==> src/hdl/xpl_pkg.sv <==
package xpl_pkg;

	// one input beat
	typedef struct packed {
		logic [7:0] char_byte;
		logic       end_of_string;
	} in_item_t;

	// one result beat, step record or verdict record
	typedef struct packed {
		logic        final_record;
		logic        accepted;
		logic [15:0] doc_fragment;
		logic [30:0] char_offset;
		logic        has_char_offset;
		logic        has_text_terminal;
		logic        explicit_text_index;
		logic [15:0] text_node_index;
		logic [5:0]  step_count;
		logic [15:0] sibling_index;
		logic [8:0]  tag_start;
		logic [4:0]  tag_length;
	} rec_t;

	typedef enum logic [4:0] {
		PH_PREFIX,
		PH_FRAG_NUM,
		PH_AFTER_FRAG,
		PH_FRAG_OFF,
		PH_BODY,
		PH_BODY_DONE,
		PH_BODY_SLASH,
		PH_STEP_SLASH,
		PH_TAG,
		PH_SIB_NUM,
		PH_AFTER_STEP,
		PH_TEXT_CLOSE,
		PH_TEXT_AFTER,
		PH_TEXT_NUM,
		PH_TEXT_DONE,
		PH_OFF_NUM
	} phase_t;

	localparam logic [4:0]  LEAD_LEN    = 5'd18;  // "/body/DocFragment["
	localparam logic [4:0]  BODY_LEN    = 5'd5;   // "/body"
	localparam logic [2:0]  WORD_LEN    = 3'd4;   // "text"
	localparam logic [2:0]  WORD_BROKEN = 3'd7;
	localparam logic [30:0] MAX_SHORT   = 31'd65535;
	localparam logic [30:0] MAX_OFFSET  = 31'h7FFF_FFFF;

	function automatic logic [7:0] lead_char(input logic [4:0] idx);
		logic [7:0] ch;
		unique case (idx)
			5'd0:    ch = "/";
			5'd1:    ch = "b";
			5'd2:    ch = "o";
			5'd3:    ch = "d";
			5'd4:    ch = "y";
			5'd5:    ch = "/";
			5'd6:    ch = "D";
			5'd7:    ch = "o";
			5'd8:    ch = "c";
			5'd9:    ch = "F";
			5'd10:   ch = "r";
			5'd11:   ch = "a";
			5'd12:   ch = "g";
			5'd13:   ch = "m";
			5'd14:   ch = "e";
			5'd15:   ch = "n";
			5'd16:   ch = "t";
			5'd17:   ch = "[";
			default: ch = 8'h00;
		endcase
		return ch;
	endfunction

	function automatic logic [7:0] body_char(input logic [4:0] idx);
		logic [7:0] ch;
		unique case (idx)
			5'd0:    ch = "/";
			5'd1:    ch = "b";
			5'd2:    ch = "o";
			5'd3:    ch = "d";
			5'd4:    ch = "y";
			default: ch = 8'h00;
		endcase
		return ch;
	endfunction

	function automatic logic [7:0] word_char(input logic [2:0] idx);
		logic [7:0] ch;
		unique case (idx)
			3'd0:    ch = "t";
			3'd1:    ch = "e";
			3'd2:    ch = "x";
			3'd3:    ch = "t";
			default: ch = 8'h00;
		endcase
		return ch;
	endfunction

endpackage

==> src/hdl/xpl_stream_if.sv <==
interface xpl_stream_if #(
	parameter type payload_t = logic
) ();
	logic     valid;
	logic     ready;
	payload_t payload;

	modport source (output valid, output payload, input ready);
	modport sink   (input valid, input payload, output ready);
endinterface

==> src/hdl/xpath_locator_parser.sv <==
// Channel   Direction  Payload      Beat
// bytes     sink       in_item_t    one path byte, end_of_string on the last one
// records   source     rec_t        one step record or one verdict record
//
// A byte is taken into the input register and parsed from there, where all state
// updates and up to two records are produced in one pass; one byte per cycle while
// the queue has room. Records leave through a three-slot result queue, one beat per
// cycle while records.ready is high; a byte ending a step and the path queues two.
// bytes.ready drops only while the queue lacks room for the held byte's records.
// Reset (arst_n low) returns the parser to prefix matching and empties the queue.
module xpath_locator_parser #(
	parameter int MAX_PATH_BYTES = 512,
	parameter int MAX_STEPS      = 32,
	parameter int MAX_NAME_BYTES = 32
) (
	input  logic         clk,
	input  logic         arst_n,
	xpl_stream_if.sink   bytes,
	xpl_stream_if.source records
);
	import xpl_pkg::*;

	localparam int POS_W  = $clog2(MAX_PATH_BYTES + 2);
	localparam int NAME_W = $clog2(MAX_NAME_BYTES + 1);
	localparam int QDEPTH = 3;

	// input register
	logic       valid_s1;
	in_item_t   item_s1;

	// parser state
	phase_t            phase_q, phase_n;
	logic [POS_W-1:0]  pos_q, pos_n;
	logic [4:0]        pmi_q, pmi_n;
	logic [30:0]       acc_q, acc_n;
	logic              saw_q, saw_n;
	logic [15:0]       frag_q, frag_n;
	logic              text_seen_q, text_seen_n;
	logic              expl_q, expl_n;
	logic [15:0]       tidx_q, tidx_n;
	logic [5:0]        steps_q, steps_n;
	logic [8:0]        tstart_q, tstart_n;
	logic [NAME_W-1:0] tlen_q, tlen_n;
	logic [2:0]        word_q, word_n;
	logic [15:0]       sib_q, sib_n;
	logic              rej_q, rej_n;

	// per-byte decode
	logic [7:0]        ch;
	logic              last;
	logic              is_digit, is_name_start, is_name_char;
	logic [34:0]       prod;
	logic [30:0]       lim;
	logic              add_ok;
	logic              cmp, cmp_fail, step_emit, finish_ok, ok;
	logic [POS_W+8:0]  pos_ext;
	logic [NAME_W+4:0] tlen_ext;
	rec_t              step_rec, verdict_rec, first_rec, second_rec;

	// result queue
	rec_t       slot_q [QDEPTH];
	rec_t       slot_n [QDEPTH];
	logic [1:0] cnt_q, cnt_n;
	logic [1:0] need, base;
	logic [2:0] free;
	logic       pop, fire;

	assign ch   = item_s1.char_byte;
	assign last = item_s1.end_of_string;

	assign is_digit      = (ch >= "0") && (ch <= "9");
	assign is_name_start = ((ch >= "a") && (ch <= "z")) || ((ch >= "A") && (ch <= "Z")) ||
	                       (ch == "_");
	assign is_name_char  = is_name_start || is_digit || (ch == "-") || (ch == ":");

	// times-ten accumulate, checked against the field's maximum
	assign lim    = ((phase_q == PH_FRAG_OFF) || (phase_q == PH_OFF_NUM)) ? MAX_OFFSET
	                                                                      : MAX_SHORT;
	assign prod   = {1'b0, acc_q, 3'b000} + {3'b000, acc_q, 1'b0} + {27'd0, ch - 8'd48};
	assign add_ok = prod <= {4'd0, lim};

	// next state
	always_comb begin
		phase_n     = phase_q;
		pos_n       = pos_q;
		pmi_n       = pmi_q;
		acc_n       = acc_q;
		saw_n       = saw_q;
		frag_n      = frag_q;
		text_seen_n = text_seen_q;
		expl_n      = expl_q;
		tidx_n      = tidx_q;
		steps_n     = steps_q;
		tstart_n    = tstart_q;
		tlen_n      = tlen_q;
		word_n      = word_q;
		sib_n       = sib_q;
		rej_n       = rej_q;
		cmp         = 1'b0;
		pos_ext     = (POS_W + 9)'(pos_q);

		if (pos_q <= POS_W'(MAX_PATH_BYTES)) begin
			pos_n = pos_q + 1'b1;
		end
		if (pos_n > POS_W'(MAX_PATH_BYTES)) begin
			rej_n = 1'b1;
		end

		if (!rej_n) begin
			unique case (phase_q) inside
				PH_PREFIX: begin
					if ((pmi_q < LEAD_LEN) && (ch == lead_char(pmi_q))) begin
						pmi_n = pmi_q + 1'b1;
						if (pmi_n == LEAD_LEN) begin
							acc_n   = '0;
							saw_n   = 1'b0;
							phase_n = PH_FRAG_NUM;
						end
					end else begin
						rej_n = 1'b1;
					end
				end
				PH_FRAG_NUM, PH_SIB_NUM, PH_TEXT_NUM: begin
					if (is_digit) begin
						if (add_ok) begin
							acc_n = prod[30:0];
							saw_n = 1'b1;
						end else begin
							rej_n = 1'b1;
						end
					end else if ((ch == "]") && saw_q && (phase_q == PH_SIB_NUM)) begin
						sib_n   = (acc_q != '0) ? acc_q[15:0] : 16'd1;
						cmp     = 1'b1;
						phase_n = PH_AFTER_STEP;
					end else if ((ch == "]") && saw_q && (acc_q != '0) &&
					             (phase_q == PH_FRAG_NUM)) begin
						frag_n  = acc_q[15:0];
						phase_n = PH_AFTER_FRAG;
					end else if ((ch == "]") && saw_q && (acc_q != '0) &&
					             (phase_q == PH_TEXT_NUM)) begin
						tidx_n  = acc_q[15:0];
						expl_n  = 1'b1;
						phase_n = PH_TEXT_DONE;
					end else begin
						rej_n = 1'b1;
					end
				end
				PH_AFTER_FRAG: begin
					if (ch == ".") begin
						acc_n   = '0;
						saw_n   = 1'b0;
						phase_n = PH_FRAG_OFF;
					end else if (ch == "/") begin
						pmi_n   = 5'd1;
						phase_n = PH_BODY;
					end else begin
						rej_n = 1'b1;
					end
				end
				PH_BODY: begin
					if ((pmi_q < BODY_LEN) && (ch == body_char(pmi_q))) begin
						pmi_n = pmi_q + 1'b1;
						if (pmi_n == BODY_LEN) begin
							phase_n = PH_BODY_DONE;
						end
					end else begin
						rej_n = 1'b1;
					end
				end
				PH_BODY_DONE: begin
					if (ch == "/") begin
						phase_n = PH_BODY_SLASH;
					end else begin
						rej_n = 1'b1;
					end
				end
				PH_BODY_SLASH, PH_STEP_SLASH: begin
					if (is_name_start) begin
						tstart_n = pos_ext[8:0];
						tlen_n   = NAME_W'(1);
						word_n   = (ch == "t") ? 3'd1 : WORD_BROKEN;
						sib_n    = 16'd1;
						phase_n  = PH_TAG;
					end else begin
						rej_n = 1'b1;
					end
				end
				PH_TAG: begin
					if (is_name_char) begin
						// saturate: any length at the limit is already too long
						if (tlen_q < NAME_W'(MAX_NAME_BYTES)) begin
							tlen_n = tlen_q + 1'b1;
						end
						if ((word_q < WORD_LEN) && (ch == word_char(word_q))) begin
							word_n = word_q + 1'b1;
						end else begin
							word_n = WORD_BROKEN;
						end
					end else if (ch == "(") begin
						if ((word_q == WORD_LEN) && (steps_q != '0)) begin
							phase_n = PH_TEXT_CLOSE;
						end else begin
							rej_n = 1'b1;
						end
					end else if (ch == "[") begin
						acc_n   = '0;
						saw_n   = 1'b0;
						phase_n = PH_SIB_NUM;
					end else if (ch == "/") begin
						cmp     = 1'b1;
						phase_n = PH_STEP_SLASH;
					end else if (ch == ".") begin
						cmp     = 1'b1;
						acc_n   = '0;
						saw_n   = 1'b0;
						phase_n = PH_OFF_NUM;
					end else begin
						rej_n = 1'b1;
					end
				end
				PH_AFTER_STEP, PH_TEXT_AFTER, PH_TEXT_DONE: begin
					if ((ch == "/") && (phase_q == PH_AFTER_STEP)) begin
						phase_n = PH_STEP_SLASH;
					end else if ((ch == "[") && (phase_q == PH_TEXT_AFTER)) begin
						acc_n   = '0;
						saw_n   = 1'b0;
						phase_n = PH_TEXT_NUM;
					end else if (ch == ".") begin
						acc_n   = '0;
						saw_n   = 1'b0;
						phase_n = PH_OFF_NUM;
					end else begin
						rej_n = 1'b1;
					end
				end
				PH_TEXT_CLOSE: begin
					if (ch == ")") begin
						text_seen_n = 1'b1;
						phase_n     = PH_TEXT_AFTER;
					end else begin
						rej_n = 1'b1;
					end
				end
				PH_FRAG_OFF, PH_OFF_NUM: begin
					if (is_digit && add_ok) begin
						acc_n = prod[30:0];
						saw_n = 1'b1;
					end else begin
						rej_n = 1'b1;
					end
				end
				default: begin
					rej_n = 1'b1;
				end
			endcase
		end

		// a path that ends inside a name closes that step
		if (last && !rej_n && (phase_n == PH_TAG)) begin
			cmp = 1'b1;
		end

		cmp_fail  = (tlen_n == '0) || (tlen_n >= NAME_W'(MAX_NAME_BYTES)) ||
		            (steps_q >= 6'(MAX_STEPS));
		step_emit = cmp && !cmp_fail;
		if (cmp && cmp_fail) begin
			rej_n = 1'b1;
		end
		if (step_emit) begin
			steps_n = steps_q + 1'b1;
		end

		case (phase_n)
			PH_AFTER_FRAG, PH_BODY_DONE, PH_BODY_SLASH, PH_AFTER_STEP, PH_TAG:
				finish_ok = 1'b1;
			PH_FRAG_OFF:
				finish_ok = saw_n && (acc_n == '0);
			PH_OFF_NUM:
				finish_ok = saw_n;
			default:
				finish_ok = 1'b0;
		endcase
		ok = !rej_n && finish_ok;
	end

	// record contents
	always_comb begin
		tlen_ext = (NAME_W + 5)'(tlen_n);

		step_rec                     = '0;
		step_rec.accepted            = 1'b1;
		step_rec.doc_fragment        = frag_n;
		step_rec.step_count          = steps_q;
		step_rec.sibling_index       = sib_n;
		step_rec.tag_start           = tstart_n;
		step_rec.tag_length          = tlen_ext[4:0];

		verdict_rec              = '0;
		verdict_rec.final_record = 1'b1;
		if (ok) begin
			verdict_rec.accepted            = 1'b1;
			verdict_rec.doc_fragment        = frag_n;
			verdict_rec.has_char_offset     = (phase_n == PH_FRAG_OFF) ||
			                                  (phase_n == PH_OFF_NUM);
			verdict_rec.char_offset         = verdict_rec.has_char_offset ? acc_n : '0;
			verdict_rec.has_text_terminal   = text_seen_n;
			verdict_rec.explicit_text_index = expl_n;
			verdict_rec.text_node_index     = tidx_n;
			verdict_rec.step_count          = steps_n;
		end

		first_rec  = step_emit ? step_rec : verdict_rec;
		second_rec = verdict_rec;
		need       = valid_s1 ? (2'(step_emit) + 2'(last)) : 2'd0;
	end

	// result queue: head at slot 0, shift down on pop
	assign pop  = (cnt_q != 2'd0) && records.ready;
	assign free = 3'(QDEPTH) - {1'b0, cnt_q} + {2'b00, pop};
	assign fire = valid_s1 && ({1'b0, need} <= free);
	assign base = cnt_q - 2'(pop);

	always_comb begin
		for (int i = 0; i < QDEPTH; i++) begin
			slot_n[i] = slot_q[i];
		end
		if (pop) begin
			for (int i = 0; i < QDEPTH - 1; i++) begin
				slot_n[i] = slot_q[i + 1];
			end
		end
		for (int i = 0; i < QDEPTH; i++) begin
			if (fire && (need != 2'd0) && ({1'b0, base} == 3'(i))) begin
				slot_n[i] = first_rec;
			end
			if (fire && (need == 2'd2) && (({1'b0, base} + 3'd1) == 3'(i))) begin
				slot_n[i] = second_rec;
			end
		end
		cnt_n = base + (fire ? need : 2'd0);
	end

	assign bytes.ready     = !valid_s1 || fire;
	assign records.valid   = cnt_q != 2'd0;
	assign records.payload = slot_q[0];

	// input register: hold until parsed
	always_ff @(posedge clk or negedge arst_n) begin
		if (!arst_n) begin
			valid_s1 <= 1'b0;
		end else if (bytes.valid && bytes.ready) begin
			valid_s1 <= 1'b1;
		end else if (fire) begin
			valid_s1 <= 1'b0;
		end
	end

	always_ff @(posedge clk) begin
		if (bytes.valid && bytes.ready) begin
			item_s1 <= bytes.payload;
		end
	end

	always_ff @(posedge clk) begin
		for (int i = 0; i < QDEPTH; i++) begin
			slot_q[i] <= slot_n[i];
		end
	end

	always_ff @(posedge clk or negedge arst_n) begin
		if (!arst_n) begin
			cnt_q <= 2'd0;
		end else begin
			cnt_q <= cnt_n;
		end
	end

	// parser state: advance on each parsed beat, drop back to reset after the last
	always_ff @(posedge clk or negedge arst_n) begin
		if (!arst_n) begin
			phase_q     <= PH_PREFIX;
			pos_q       <= '0;
			pmi_q       <= '0;
			acc_q       <= '0;
			saw_q       <= 1'b0;
			frag_q      <= '0;
			text_seen_q <= 1'b0;
			expl_q      <= 1'b0;
			tidx_q      <= 16'd1;
			steps_q     <= '0;
			tstart_q    <= '0;
			tlen_q      <= '0;
			word_q      <= '0;
			sib_q       <= 16'd1;
			rej_q       <= 1'b0;
		end else if (fire && last) begin
			phase_q     <= PH_PREFIX;
			pos_q       <= '0;
			pmi_q       <= '0;
			acc_q       <= '0;
			saw_q       <= 1'b0;
			frag_q      <= '0;
			text_seen_q <= 1'b0;
			expl_q      <= 1'b0;
			tidx_q      <= 16'd1;
			steps_q     <= '0;
			tstart_q    <= '0;
			tlen_q      <= '0;
			word_q      <= '0;
			sib_q       <= 16'd1;
			rej_q       <= 1'b0;
		end else if (fire) begin
			phase_q     <= phase_n;
			pos_q       <= pos_n;
			pmi_q       <= pmi_n;
			acc_q       <= acc_n;
			saw_q       <= saw_n;
			frag_q      <= frag_n;
			text_seen_q <= text_seen_n;
			expl_q      <= expl_n;
			tidx_q      <= tidx_n;
			steps_q     <= steps_n;
			tstart_q    <= tstart_n;
			tlen_q      <= tlen_n;
			word_q      <= word_n;
			sib_q       <= sib_n;
			rej_q       <= rej_n;
		end
	end

endmodule

==> src/flat_wrapper.sv <==
// flat-port wrapper written by rule: the top's interface ports become plain ports
module xpath_locator_parser_flat import xpl_pkg::*;
#(
	parameter int MAX_PATH_BYTES = 512,
	parameter int MAX_STEPS      = 32,
	parameter int MAX_NAME_BYTES = 32
)
  (clk, arst_n, bytes_valid, bytes_payload, bytes_ready, records_valid, records_payload, records_ready);
  xpl_stream_if #(.payload_t(in_item_t)) bytes_i ();
  xpl_stream_if #(.payload_t(rec_t)) records_i ();
  input  logic clk;
  input  logic arst_n;
  input wire logic [$bits(bytes_i.valid)-1:0] bytes_valid;
  input wire logic [$bits(bytes_i.payload)-1:0] bytes_payload;
  output wire logic [$bits(bytes_i.ready)-1:0] bytes_ready;
  output wire logic [$bits(records_i.valid)-1:0] records_valid;
  output wire logic [$bits(records_i.payload)-1:0] records_payload;
  input wire logic [$bits(records_i.ready)-1:0] records_ready;
  assign bytes_i.valid = bytes_valid;
  assign bytes_i.payload = bytes_payload;
  assign bytes_ready = bytes_i.ready;
  assign records_valid = records_i.valid;
  assign records_payload = records_i.payload;
  assign records_i.ready = records_ready;
  xpath_locator_parser #(.MAX_PATH_BYTES(MAX_PATH_BYTES), .MAX_STEPS(MAX_STEPS), .MAX_NAME_BYTES(MAX_NAME_BYTES)) u_core (.clk(clk), .arst_n(arst_n), .bytes(bytes_i), .records(records_i));
endmodule
==> config.mk <==
export PLATFORM = sky130hd
export DESIGN_NAME = xpath_locator_parser_flat
export DESIGN_NICKNAME = d
export VERILOG_FILES = /design/src/hdl/xpl_pkg.sv /design/src/hdl/xpl_stream_if.sv /design/src/hdl/xpath_locator_parser.sv /design/src/flat_wrapper.sv
export SDC_FILE = /design/constraint.sdc
export NUM_CORES = 1
export LEC_CHECK = 0
export CAP_MARGIN = 20
export CORE_MARGIN = 4
export CORE_UTILIZATION = 30
export CTS_CLUSTER_DIAMETER = 40
export DETAILED_ROUTE_END_ITERATION = 16
export DONT_BUFFER_PORTS = 1
export GPL_ROUTABILITY_DRIVEN = 1
export MAX_ROUTING_LAYER = met4
export SLEW_MARGIN = 20
export SYNTH_ARGS = -nofsm -noshare
export SYNTH_HDL_FRONTEND = slang
export SYNTH_SLANG_ARGS = --single-unit
==> constraint.sdc <==
create_clock -name clk -period 21.1 [get_ports clk]
set_clock_uncertainty 0.15 [all_clocks]
set_input_delay 2.11 -clock clk [delete_from_list [all_inputs] [get_ports clk]]
set_output_delay 2.11 -clock clk [all_outputs]
set_load 0.005 [all_outputs]
==> results.md, run 1 <==
- The number of hold violations in the final report is 0.
- The most frequently used flop master after synthesis is edfxtp_1.
- Before antenna repair, the detailed router went through 5 iterations.
- For the pin with the worst max-slew slack, the measured transition is 1.08 ns.
- The maximum buffer depth of the clock tree is 3.
- The maximum number of pins on one net before global-route repair is 131.
- The final net count is 2771.
- For this block, the initial DRC count from the detailed router was 1958.
- The depth of the CTS H-tree is 3.
- In this run, synthesis inferred 228 flip-flops with an integrated enable.
- TritonCTS built the clock tree.
- In this run the critical register-to-register path is captured at u_core.slot_q[0][259]$_DFFE_PP_.
- The capturing element type of the critical path is an output port.
- For the worst-skew pair, the clock arrives at the later sink with an insertion delay of 0.61 ns.
- The DRC violations left is 0.
- The worst path needs 9.74 ns of the cycle, external delays included.
- The root cell of the clock tree is clkbuf_16.
- The count of cells in the finished layout, fillers not included, comes to 3860.
- The final critical path takes up 46.2% of the cycle.
- After detailed routing, the total wire length is 72600 um.
- The die boundary height is 302 um.
- Setup repair after global routing left no endpoint under its margin.
- The wire-length estimate of the detail-placed layout is 50500 um.
- After synthesis, the share of cell area in mux cells is 3.04%.
- The via count of the first global-routing pass is 19300.
- Of the total synthesized cell area, the portion taken by XOR and XNOR cells is 0.982%.
- The number of input and output port buffers inserted is 0.
- Of the total synthesized cell area, the portion taken by AND, OR, NAND and NOR gates is 17.7%.
- The die width is 302 um.
- The worst hold endpoint is u_core.slot_q[0][211]$_SDFFE_PP0P_.
- The area fraction in compound gates after synthesis is 19.8%.
- The arrival time of data at the critical path endpoint is 7.48 ns.
- The dominant combinational cell family by area after synthesis is compound AO/OA/AOI/OAI gates.
- Counting flops and latches in the post-synthesis netlist gives 451.
- The post-placement cell count is 3727.
- The multi-input combinational cells in the finished layout cover a total of 12200 um2.
- After synthesis, the netlist uses 96 different library cells.
- Timing would allow up to 103 MHz.
- The path type of the worst setup path is reg -> out.
- The first global-routing pass estimated 114000 um of wire.
- In this run the critical register-to-register path is launched from u_core.ch[4]$_DFFE_PP_.
- The fraction of the core area covered by cells at the end of the flow is 33.3%.
- In the final routed layout, each cell accounts on average for 18.8 um.
- The total of warnings raised by yosys is 0.
- Relative to the synthesized area, the layout overhead comes to 9.77%.
- The worst hold path begins at u_core.slot_q[0][211]$_SDFFE_PP0P_.
- The per-cell via count in the routed design is 5.27.
- Once the clock tree was built, the setup fixing pass inserted 0 buffers.
- The reported leakage power is 11.2 nW.
- The hold-critical path depth is 2.
- The arithmetic-cell share of the synthesized area counting full adders, half adders and majority gates is 5.20%.
- Total power for the finished layout comes to 3.12 mW.
- The fill cell total of the finished layout is 8831.
- The cell area after synthesis is 25900 um2.
- The slack of the worst reg-to-reg path is 11.48 ns.
- At the worst endpoint, the required time is 18.84 ns.
- The top cell types in the final layout, fill and taps aside, are nand2_1 (463), o21ai_0 (300), edfxtp_1 (228).
- The area of the core is 85400 um2.
- The instance count of the mapped netlist is 2848.
- The number of top-level design ports is 119.
- The total number of vias is 20400.
- The mean area per synthesized cell is 9.09 um2.
- Global routing consumed, over all layers together, 16.1% of the routing resources.
- The clock transition at the register clock pins on the worst setup and hold paths after CTS is 0.05 ns.
- CTS saw 451 sinks.
- The worst slew slack as a fraction of its limit is 28.0%.
- The die area is 91000 um2.
- Setup total negative slack on the finished layout was measured at 0 ns.
- Leaving out fill and tap cells, the most frequent cell in the layout is nand2_1.
- The initial antenna violation count is 8.
- The sequential fraction of the synthesis area is 46.2%.
- The tool flagged a number of max-cap violations equal to 0.
- Setup violations remaining at the end of the flow were counted as 0.
- The fraction of layout instances using a drive strength above 1 is 7.19%.
- The worst setup path is launched from a flip-flop.
- When the netlist entered floorplanning its net count stood at 2965.
- The number of CTS-inserted buffers is 69.
- The total overflow reported by the global router is 0.
- Once detail routing completed, the nets flagged for antenna violations numbered 0.
- Power spread over the standard cell area amounts to 110 nW/um2.
- The max-slew violation count is 0.
- The initial utilization of the core area, before any placement, comes to 30.3%.
- In the synthesized netlist the async set-or-reset flop fraction comes to 28.8%.
- The critical-path maximum fanout is 45.
- On the final layout, the worst hold slack is 0.304 ns.
- At the end of routability-driven placement, the weighted congestion stood at 0.938.
- The worst-case IR drop observed on VDD is 0.0676 mV.
- Across the whole layout, storage elements account for 12000 um2.
- The initialized floorplan defines 107 standard-cell rows.
- The number of gates resized after CTS was 0.
- Hold repair after CTS inserted 0 buffers.
- The worst min-delay path category is reg -> reg.
- The number of cells on the worst reg-to-reg path is 27.
- The flow ran to the end, and the final reports show no timing, DRC or antenna violations.
## routing by layer
metal	routed length (um)	vias up	global-route usage, %
met5	0	-	-
met4	1580	0	4.53
met3	3480	107	2.51
met2	34800	537	26.2
met1	32800	9873	20.9
li1	-	9840	-
## power by group
part           internal [mW]  switching, mW
registers               1.19         0.0966
logic                  0.190          0.524
clock network          0.668          0.453
## registers in the layout, indices dropped and copies added, names as in the netlist, 2 cells and up
register and count:
u_core.slot_q 312, u_core.acc_q 31, u_core.frag_q 16, u_core.sib_q 16, u_core.tidx_q 16, u_core.pos_q 10, u_core.tstart_q 9, u_core.ch 8
u_core.steps_q 6, u_core.tlen_q 6, u_core.phase_q 5, u_core.pmi_q 5, u_core.word_q 3, u_core.cnt_q 2
## critical path, cell delays in order (launching register included)
cell       delay [ns]
edfxtp_1         0.66
inv_1            0.16
ha_1             0.32
inv_1            0.05
fa_1             0.47
inv_1            0.04
ha_1             0.30
nor2_1           0.08
a211o_1          0.32
a21o_1           0.21
a2111oi_0        0.40
nor3_1           0.10
xnor2_1          0.27
a211oi_1         0.39
a41oi_1          0.20
or3_4            0.50
inv_2            0.57
ha_1             0.25
and2_1           0.16
ha_1             0.25
nor2b_1          0.13
o21ai_0          0.53
inv_1            0.18
nand2_1          0.34
## logic make-up (layout without fill, tap and decap cells)
group | count (synthesis) | after routing
compound gates | 823 | 823
xor+xnor | 29 | 29
fa+ha+maj | 104 | 104
buf+inv | 367 | 230
flops | 451 | 451
mux | 78 | 78
other cells | 0 | 5
simple gates | 996 | 996
## through the flow
step | area (um2) | setup slack [ns]
global route | 28400 | 10.75
detailed placement | 26100 | 11.59
CTS | 28400 | 11.50
global placement | 26100 | 11.65
floorplan | 25900 | 12.35
finish | 28400 | 11.36
## cell usage after synthesis (37+ instances only)
master    count  area, um2
a21o_1       38        285
a21oi_1     159        796
a22oi_1      46        345
and2_1       39        244
buf_4       107        803
clkbuf_1    162        608
dfrtp_1     128       3200
dfxtp_1      93       1860
edfxtp_1    228       6850
ha_1         98       1230
inv_1        63        236
mux2i_1      73        731
nand2_1     467       1750
nor2_1      195        732
nor3_1       62        310
o21ai_0     300       1500
o22ai_1      37        231
## worst max-delay path by stage
stage,startpoint,endpoint,cells after the start
finish,u_core.ch[4]$_DFFE_PP_,bytes_ready,23
global placement,u_core.ch[4]$_DFFE_PP_,u_core.slot_q[0][258]$_DFFE_PP_,27
floorplan,u_core.ch[4]$_DFFE_PP_,u_core.slot_q[0][238]$_DFFE_PP_,32
detailed placement,u_core.ch[4]$_DFFE_PP_,u_core.slot_q[0][258]$_DFFE_PP_,26
global route,u_core.ch[4]$_DFFE_PP_,u_core.slot_q[0][252]$_DFFE_PP_,27
CTS,u_core.ch[4]$_DFFE_PP_,bytes_ready,22
## cell type report
cell class | instances | share of cell area (%)
timing repair buffer | 37 | 0.978
tap | 1144 | 5.04
inverter | 65 | 0.859
clock inverter | 52 | 1.77
clock buffer | 76 | 6.28
multi-input combinational | 2030 | 42.9
sequential | 451 | 42.1
antenna | 5 | 0.0441
No activity file was read; power rests on OpenSTA's default activity.
==> run 2, diff against run 1 <==
- clock period: 21.1 -> 10.1 ns (I/O delays scaled with it)
==> results.md, run 2 (synthesis gave the netlist of run 1 again) <==
- The cell that appears most often on the critical path is ha_1.
- The largest voltage drop on the vdd net came to 0.175 mV (+160%).
- Setup repair after global routing left no endpoint under its margin.
- The area of the core was 85400 um2 (unchanged).
- The flip-flop count of the largest register after layout is 312 (unchanged).
- Derived from the worst setup path, the maximum achievable clock frequency is 108 MHz.
- The remaining number of nets flagged by the antenna check after routing is 0 (unchanged).
- The kind of cell with the highest combined delay along the critical path is compound AO/OA/AOI/OAI gates.
- The effective utilization at floorplan was 30.3% (unchanged).
- The number of top-level design ports is 119 (unchanged).
- The first-pass GRT wire length came to 117000 um (+2.8%).
- The number of CTS-inserted buffers is 69 (unchanged).
- The number of hold violations in the final report came to 0 (unchanged).
- The arrival time of data at the critical path endpoint is 9.54 ns (+2.06 ns).
- The worst-case hold slack is 0.0816 ns (-0.222 ns).
- The maximum number of pins on one net before global-route repair was 129 (-1.5%).
- The reported leakage power is 11.3 nW (+0.70%).
- The depth of the CTS H-tree came to 3 (unchanged).
- The post-route clock period utilization is 91.7%.
- The largest registers in the layout are u_core.slot_q x312, u_core.acc_q x31.
- The number of clock sinks came to 451 (unchanged).
- STA classifies the critical path startpoint as a flip-flop.
- In the layout the commonest cells are nand2_1 (463), o21ai_0 (300), edfxtp_1 (228).
- The clock transition at the register clock pins on the worst setup and hold paths after CTS is 0.05 ns (about the same).
- The number of DRC violations after detailed-routing iteration 0 is 1899 (-3.0%).
- TritonCTS built the clock tree.
- The number of buffer and inverter stages on the critical path is 2 (-3).
- The number of placement rows was 107 (unchanged).
- The number of max-cap violations came to 0 (unchanged).
- The final instance area came to 28700 um2 (+0.99%).
- The maximum buffer depth of the clock tree is 3 (unchanged).
- The count of endpoints failing setup in the final report is 0 (unchanged).
- The cell count along the critical path is 25 (+8.7%).
- The placed instance area is 26100 um2 (about the same).
- The final total power came to 6.75 mW (+120%).
- The worst hold path belongs to the class in -> async.
- The library cell used most frequently in the layout, excluding fill and tap cells, is nand2_1.
- The die width was 302 um (unchanged).
- The final routed wirelength across all metal layers is 74600 um (+2.8%).
- The via count of the first global-routing pass is 19800 (+2.5%).
- The die boundary height came to 302 um (unchanged).
- The ratio of total power to cell area is 235 nW/um2 (+110%).
- The final net count came to 2773 (+0.072%).
- The aggregate global-route resource usage is 16.5% (+0.45 points).
- The peak-usage layer in the global routing report is met2.
- The first-pass detailed-route iteration total is 5 (unchanged).
- The register with the most flip-flops is u_core.slot_q.
- The worst slew slack as a fraction of its limit came to 26.0% (-1.9 points).
- The half-perimeter wire length after detailed placement was 51100 um (+1.2%).
- The initial antenna violation count is 4 (-4).
- The die area is 91000 um2 (unchanged).
- The critical-path maximum fanout is 22 (-51%).
- The number of buffers inserted by post-CTS setup repair is 0 (unchanged).
- The required time at the worst-slack endpoint is 10.38 ns (-8.46 ns).
- The total overflow reported by the global router is 0 (unchanged).
- The number of input and output port buffers inserted is 0 (unchanged).
- The clock period could shrink to 9.26 ns.
- The total number of vias was 20600 (+1.3%).
- The routability congestion estimate is 0.947 (+0.91%).
- The post-synthesis to final-layout area growth is 10.9%.
- The clock latency reported for the late side of the worst-skew pair came to 0.64 ns (+0.03 ns).
- The global-route track usage on met2 is 26.4% (+0.22 points).
- The DRC violations left is 0 (unchanged).
- The root cell of the clock tree is clkbuf_16.
- The met1 track demand over resource in global routing came to 21.5% (+0.60 points).
- The worst reg-to-reg path cell count is 25 (-7.4%).
- The flow ran to the end, and the final reports show no timing, DRC or antenna violations.
- The longest individual stage delay on the worst path was 0.90 ns (+0.24 ns).
- The routing usage on met3 is 3.12% (+0.62 points).
- The worst setup path is captured at a flip-flop.
- The path type of the worst setup path is reg -> reg.
- The routed wire length per instance was 19.3 um (+2.8%).
- The fraction of layout instances using a drive strength above 1 is 7.49% (+0.30 points).
- The transition at the pin with the smallest max-transition slack is 1.11 ns (+0.0288 ns).
- The max-slew violation count is 0 (unchanged).
- The total negative slack came to 0 ns (unchanged).
- The per-cell via count in the routed design is 5.34 (+1.3%).
- The largest individual stage delay along the critical path comes from the cell a2111oi_0.
run 2: cell types whose count changed in the layout (fill, tap and decap cells not counted), moves of 3 or more:
cell	change
bufinv_16	+6
clkinv_1	-4
clkinv_16	+3
clkinvlp_4	+7
inv_6	-11
run 2: worst reg2reg max path, delay by kind of cell, from the launching register on:
family | cells | cell delay, ns
flops | 1 | 0.62
simple gates | 7 | 1.59
compound gates | 10 | 4.53
fa+ha+maj | 4 | 1.54
xor+xnor | 1 | 0.18
mux | 1 | 0.27
buf+inv | 2 | 0.16
run 2: path summary, 6_finish.rpt:
path,start,endpoint,slack [ns]
worst min-delay path,arst_n,u_core.sib_q[0]$_DFFE_PN1P_,0.08
worst min register to register,u_core.slot_q[0][226]$_SDFFE_PP0P_,u_core.slot_q[0][226]$_SDFFE_PP0P_,0.30
max in group asynchronous,arst_n,u_core.acc_q[28]$_DFFE_PN0P_,8.95
worst max register to register,u_core.ch[4]$_DFFE_PP_,u_core.slot_q[0][152]$_DFFE_PP_,0.84
min in group clk,u_core.slot_q[0][226]$_SDFFE_PP0P_,u_core.slot_q[0][226]$_SDFFE_PP0P_,0.30
worst max-delay path,u_core.ch[4]$_DFFE_PP_,u_core.slot_q[0][152]$_DFFE_PP_,0.84
run 2: cell type report:
class	instances	area [um2]
clock buffer	78	1800
clock inverter	48	692
inverter	65	246
timing repair buffer	39	325
fill	8781	56700
multi-input combinational	2030	12200
antenna	3	7.51
tap	1144	1430
sequential	451	12000
run 2: per-layer routing:
layer	up-vias	share of wire, %
li1	9843	-
met1	10100	45
met5	-	0
met3	127	5.5
met2	589	47
met4	0	2.5
run 2: power breakdown:
| group | switching (mW) | internal [mW] | total [mW] |
|---|---|---|---|
| logic | 1.11 | 0.404 | 1.51 |
| registers | 0.221 | 2.49 | 2.71 |
| clock network | 0.975 | 1.56 | 2.54 |
run 2: stage by stage:
| stage | utilization, % | setup WS, ns | instances |
|---|---|---|---|
| finish | 33.6 | 0.838 | 3858 |
| floorplan | - | 1.35 | 2848 |
| global route | 33.6 | 0.0729 | 3858 |
| global placement | 30.6 | 0.960 | 3728 |
| detailed placement | 30.6 | 0.628 | 3728 |
| CTS | 33.5 | 0.561 | 3855 |
run 2: timing repair:
action,4_1_cts,5_1_grt
endpoints found under the hold margin,128,0
hold buffers,1,0
endpoints found under the setup margin,0,119
resized for setup,0,5
==> run 3, diff against run 2 <==
- CORE_ASPECT_RATIO: default -> 0.8
==> results.md, run 3 (synthesis gave the netlist of run 1 again) <==
- The flow ran to the end, and the final reports show no timing, DRC or antenna violations.
- The clock transition at the register clock pins on the worst setup and hold paths after CTS is 0.05 ns (about the same).
- The cell at the slowest stage of the critical path is nand4_1.
- The sequential cell fraction of total power was 39.5% (-0.6 points).
- The worst reg-to-reg path cell count is 28 (+12%).
- The arrival time of data at the critical path endpoint is 9.50 ns (-0.04 ns).
- The per-cell via count in the routed design is 5.38 (+0.68%).
- The number of max-cap violations is 0 (unchanged).
- The final routed wirelength across all metal layers came to 77000 um (+3.2%).
- The clock latency reported for the late side of the worst-skew pair is 0.62 ns (-0.02 ns).
- The die area is 91000 um2 (about the same).
- The first-pass GRT wire length is 119000 um (+1.3%).
- The number of DRC violations after detailed-routing iteration 0 was 2065 (+8.7%).
- The share of power burned in the clock network is 37.8% (+0.3 points).
- The post-CTS resize count was 0 (unchanged).
- The transition at the pin with the smallest max-transition slack is 1.16 ns (+0.0477 ns).
- The cell repeated most along the worst path is inv_1.
- The via count of the first global-routing pass is 18900 (-4.3%).
- The aggregate global-route resource usage is 16.9% (+0.40 points).
- Setup repair after global routing left no endpoint under its margin.
- The longest individual stage delay on the worst path was 0.83 ns (-0.07 ns).
- The cell-internal power is 4.55 mW (+2.1%).
- The portion of total power attributed to combinational logic is 22.7% (+0.3 points).
- The fraction of layout instances using a drive strength above 1 is 7.73% (+0.25 points).
- The fmax is 109 MHz (+0.70%).
- The worst slew slack as a fraction of its limit is 22.6% (-3.5 points).
- The number of top-level design ports came to 119 (unchanged).
- The critical-path maximum fanout is 20 (-9.1%).
- The required time at the worst-slack endpoint is 10.40 ns (+0.02 ns).
- The half-perimeter wire length after detailed placement was 52300 um (+2.4%).
- The post-placement cell count was 3716 (-0.32%).
- The type of origin of the critical path is a flip-flop.
- The launch point of the worst reg-to-reg path is u_core.ch[4]$_DFFE_PP_.
- The routed wire length per instance came to 20.0 um (+3.2%).
- The DRC violations left is 0 (unchanged).
- The maximum buffer depth of the clock tree is 3 (unchanged).
- More flip-flops sit in one register than any other, and that register is u_core.slot_q.
- The number of placement rows is 96 (-10%).
- The total negative slack is 0 ns (unchanged).
- The fill cell total of the finished layout is 8721 (-0.68%).
- The final net count is 2783 (+0.36%).
- The final worst setup slack is 0.903 ns (+0.0647 ns).
- The critical path's top delay family is compound AO/OA/AOI/OAI gates.
- The ratio of total power to cell area is 238 nW/um2 (+1.2%).
- From synthesis to final layout, the design area changed by 11.2%.
- The maximum number of pins on one net before global-route repair is 129 (unchanged).
- The worst-case hold slack was 0.0996 ns (+0.0181 ns).
- The number of CTS-inserted buffers is 74 (+7.2%).
- The reported leakage power is 11.4 nW (+0.94%).
- The first-pass detailed-route iteration total came to 5 (unchanged).
- The total number of vias is 20800 (+0.68%).
- The remaining number of nets flagged by the antenna check after routing is 0 (unchanged).
- The flip-flop count of the largest register after layout came to 312 (unchanged).
- The effective utilization at floorplan is 30.2% (-0.081 points).
- In the final layout, the registers with the most flip-flops are u_core.slot_q x312, u_core.acc_q x31.
- The number of input and output port buffers inserted came to 0 (unchanged).
- The depth of the CTS H-tree is 3 (unchanged).
- The die boundary height was 271 um (-10%).
- In this run the critical register-to-register path is captured at u_core.slot_q[0][83]$_DFFE_PP_.
- The post-route clock period utilization came to 91.1% (-0.64 points).
- The pre-CTS setup slack came to 1.01 ns (+0.382 ns).
- The switching power was 2.30 mW (about the same).
- The min-delay analysis places its worst path in the category in -> async.
- The die width is 336 um (+11%).
- The root buffer cell chosen for the clock tree is clkbuf_16.
- The initial antenna violation count came to 4 (unchanged).
- The max-slew violation count is 0 (unchanged).
- The post-route minimum period came to 9.20 ns (-0.0647 ns).
- The number of buffer and inverter stages on the critical path was 6 (+4).
- The number of hold violations in the final report came to 0 (unchanged).
- The path type of the worst setup path is reg -> reg.
- The fraction of the core area covered by cells at the end of the flow came to 33.6% (about the same).
- The count of endpoints failing setup in the final report is 0 (unchanged).
- The area of the core is 85600 um2 (+0.27%).
- The routability congestion estimate is 0.936 (-1.1%).
- The largest voltage drop on the vdd net is 0.138 mV (-21%).
- The number of clock sinks is 451 (unchanged).
- The total overflow reported by the global router is 0 (unchanged).
- The switching fraction of total power came to 33.6% (-0.46 points).
- The library cell used most frequently in the layout, excluding fill and tap cells, is nand2_1.
- The TritonCTS clock tree is built.
- The non-filler instance count after layout is 3858 (unchanged).
- The slack of the worst reg-to-reg path came to 0.90 ns (+0.06 ns).
- The top cell types in the final layout, fill and taps aside, are nand2_1 (463), o21ai_0 (300), edfxtp_1 (228).
- STA classifies the critical path endpoint as a flip-flop.
## run 3: through the flow
stage	power [mW]	instance area [um2]
floorplan	3.91	25900
global placement	4.25	26100
detailed placement	4.29	26200
CTS	6.92	28700
global route	7.20	28800
finish	6.85	28800
## run 3: timing repair
item | 4_1_cts | 5_1_grt
endpoints found under the hold margin | 128 | 0
hold buffers | 1 | 0
buffers inserted | 0 | 0
## run 3: area by class of cell
type	instances	area, um2	share of cell area, %
repair buffers	44	375	1.31
multi-input cells	2030	12200	42.4
clock inverters	39	438	1.52
diodes	3	7.51	0.0261
flip-flops and latches	451	12000	41.6
inverters	65	244	0.848
clock buffers	99	2120	7.38
well taps	1127	1410	4.90
## run 3: worst max path at each step
stage                                                  to              startpoint  slack [ns]  cells past startpoint
after floorplan           u_core.slot_q[0][238]$_DFFE_PP_  u_core.ch[4]$_DFFE_PP_        1.35                     32
after global placement     u_core.slot_q[0][91]$_DFFE_PP_  u_core.ch[4]$_DFFE_PP_        1.31                     27
after detailed placement   u_core.slot_q[0][83]$_DFFE_PP_  u_core.ch[4]$_DFFE_PP_        1.01                     28
after CTS                  u_core.slot_q[0][83]$_DFFE_PP_  u_core.ch[4]$_DFFE_PP_        0.99                     28
after global routing       u_core.slot_q[0][62]$_DFFE_PP_  u_core.ch[4]$_DFFE_PP_        0.24                     27
final                      u_core.slot_q[0][83]$_DFFE_PP_  u_core.ch[4]$_DFFE_PP_        0.90                     28
## run 3: worst register-to-register path, delay by kind of cell (launching register included)
family | cells | cell delay, ns
AOI/OAI and AO/OA | 10 | 3.52
and+or+nand+nor | 7 | 1.80
adders and majority gates | 4 | 1.44
buffers and inverters | 6 | 1.20
DFF | 1 | 0.68
muxes | 1 | 0.27
## run 3: power by group through the flow
stage | Combinational (mW) | Clock, mW | Sequential, mW
floorplan | 1.29 | 0 | 2.62
global placement | 1.50 | 0 | 2.75
detailed placement | 1.54 | 0 | 2.75
CTS | 1.56 | 2.64 | 2.73
global route | 1.72 | 2.72 | 2.76
finish | 1.55 | 2.59 | 2.71
## run 3: routing by layer
metal | part of all wire, % | GRT usage (%) | vias up
met2 | 42 | 23.6 | 715
met3 | 7.3 | 3.87 | 110
met1 | 48 | 24.7 | 10100
li1 | - | - | 9854
met4 | 1.9 | 4.23 | 0
met5 | 0 | - | -
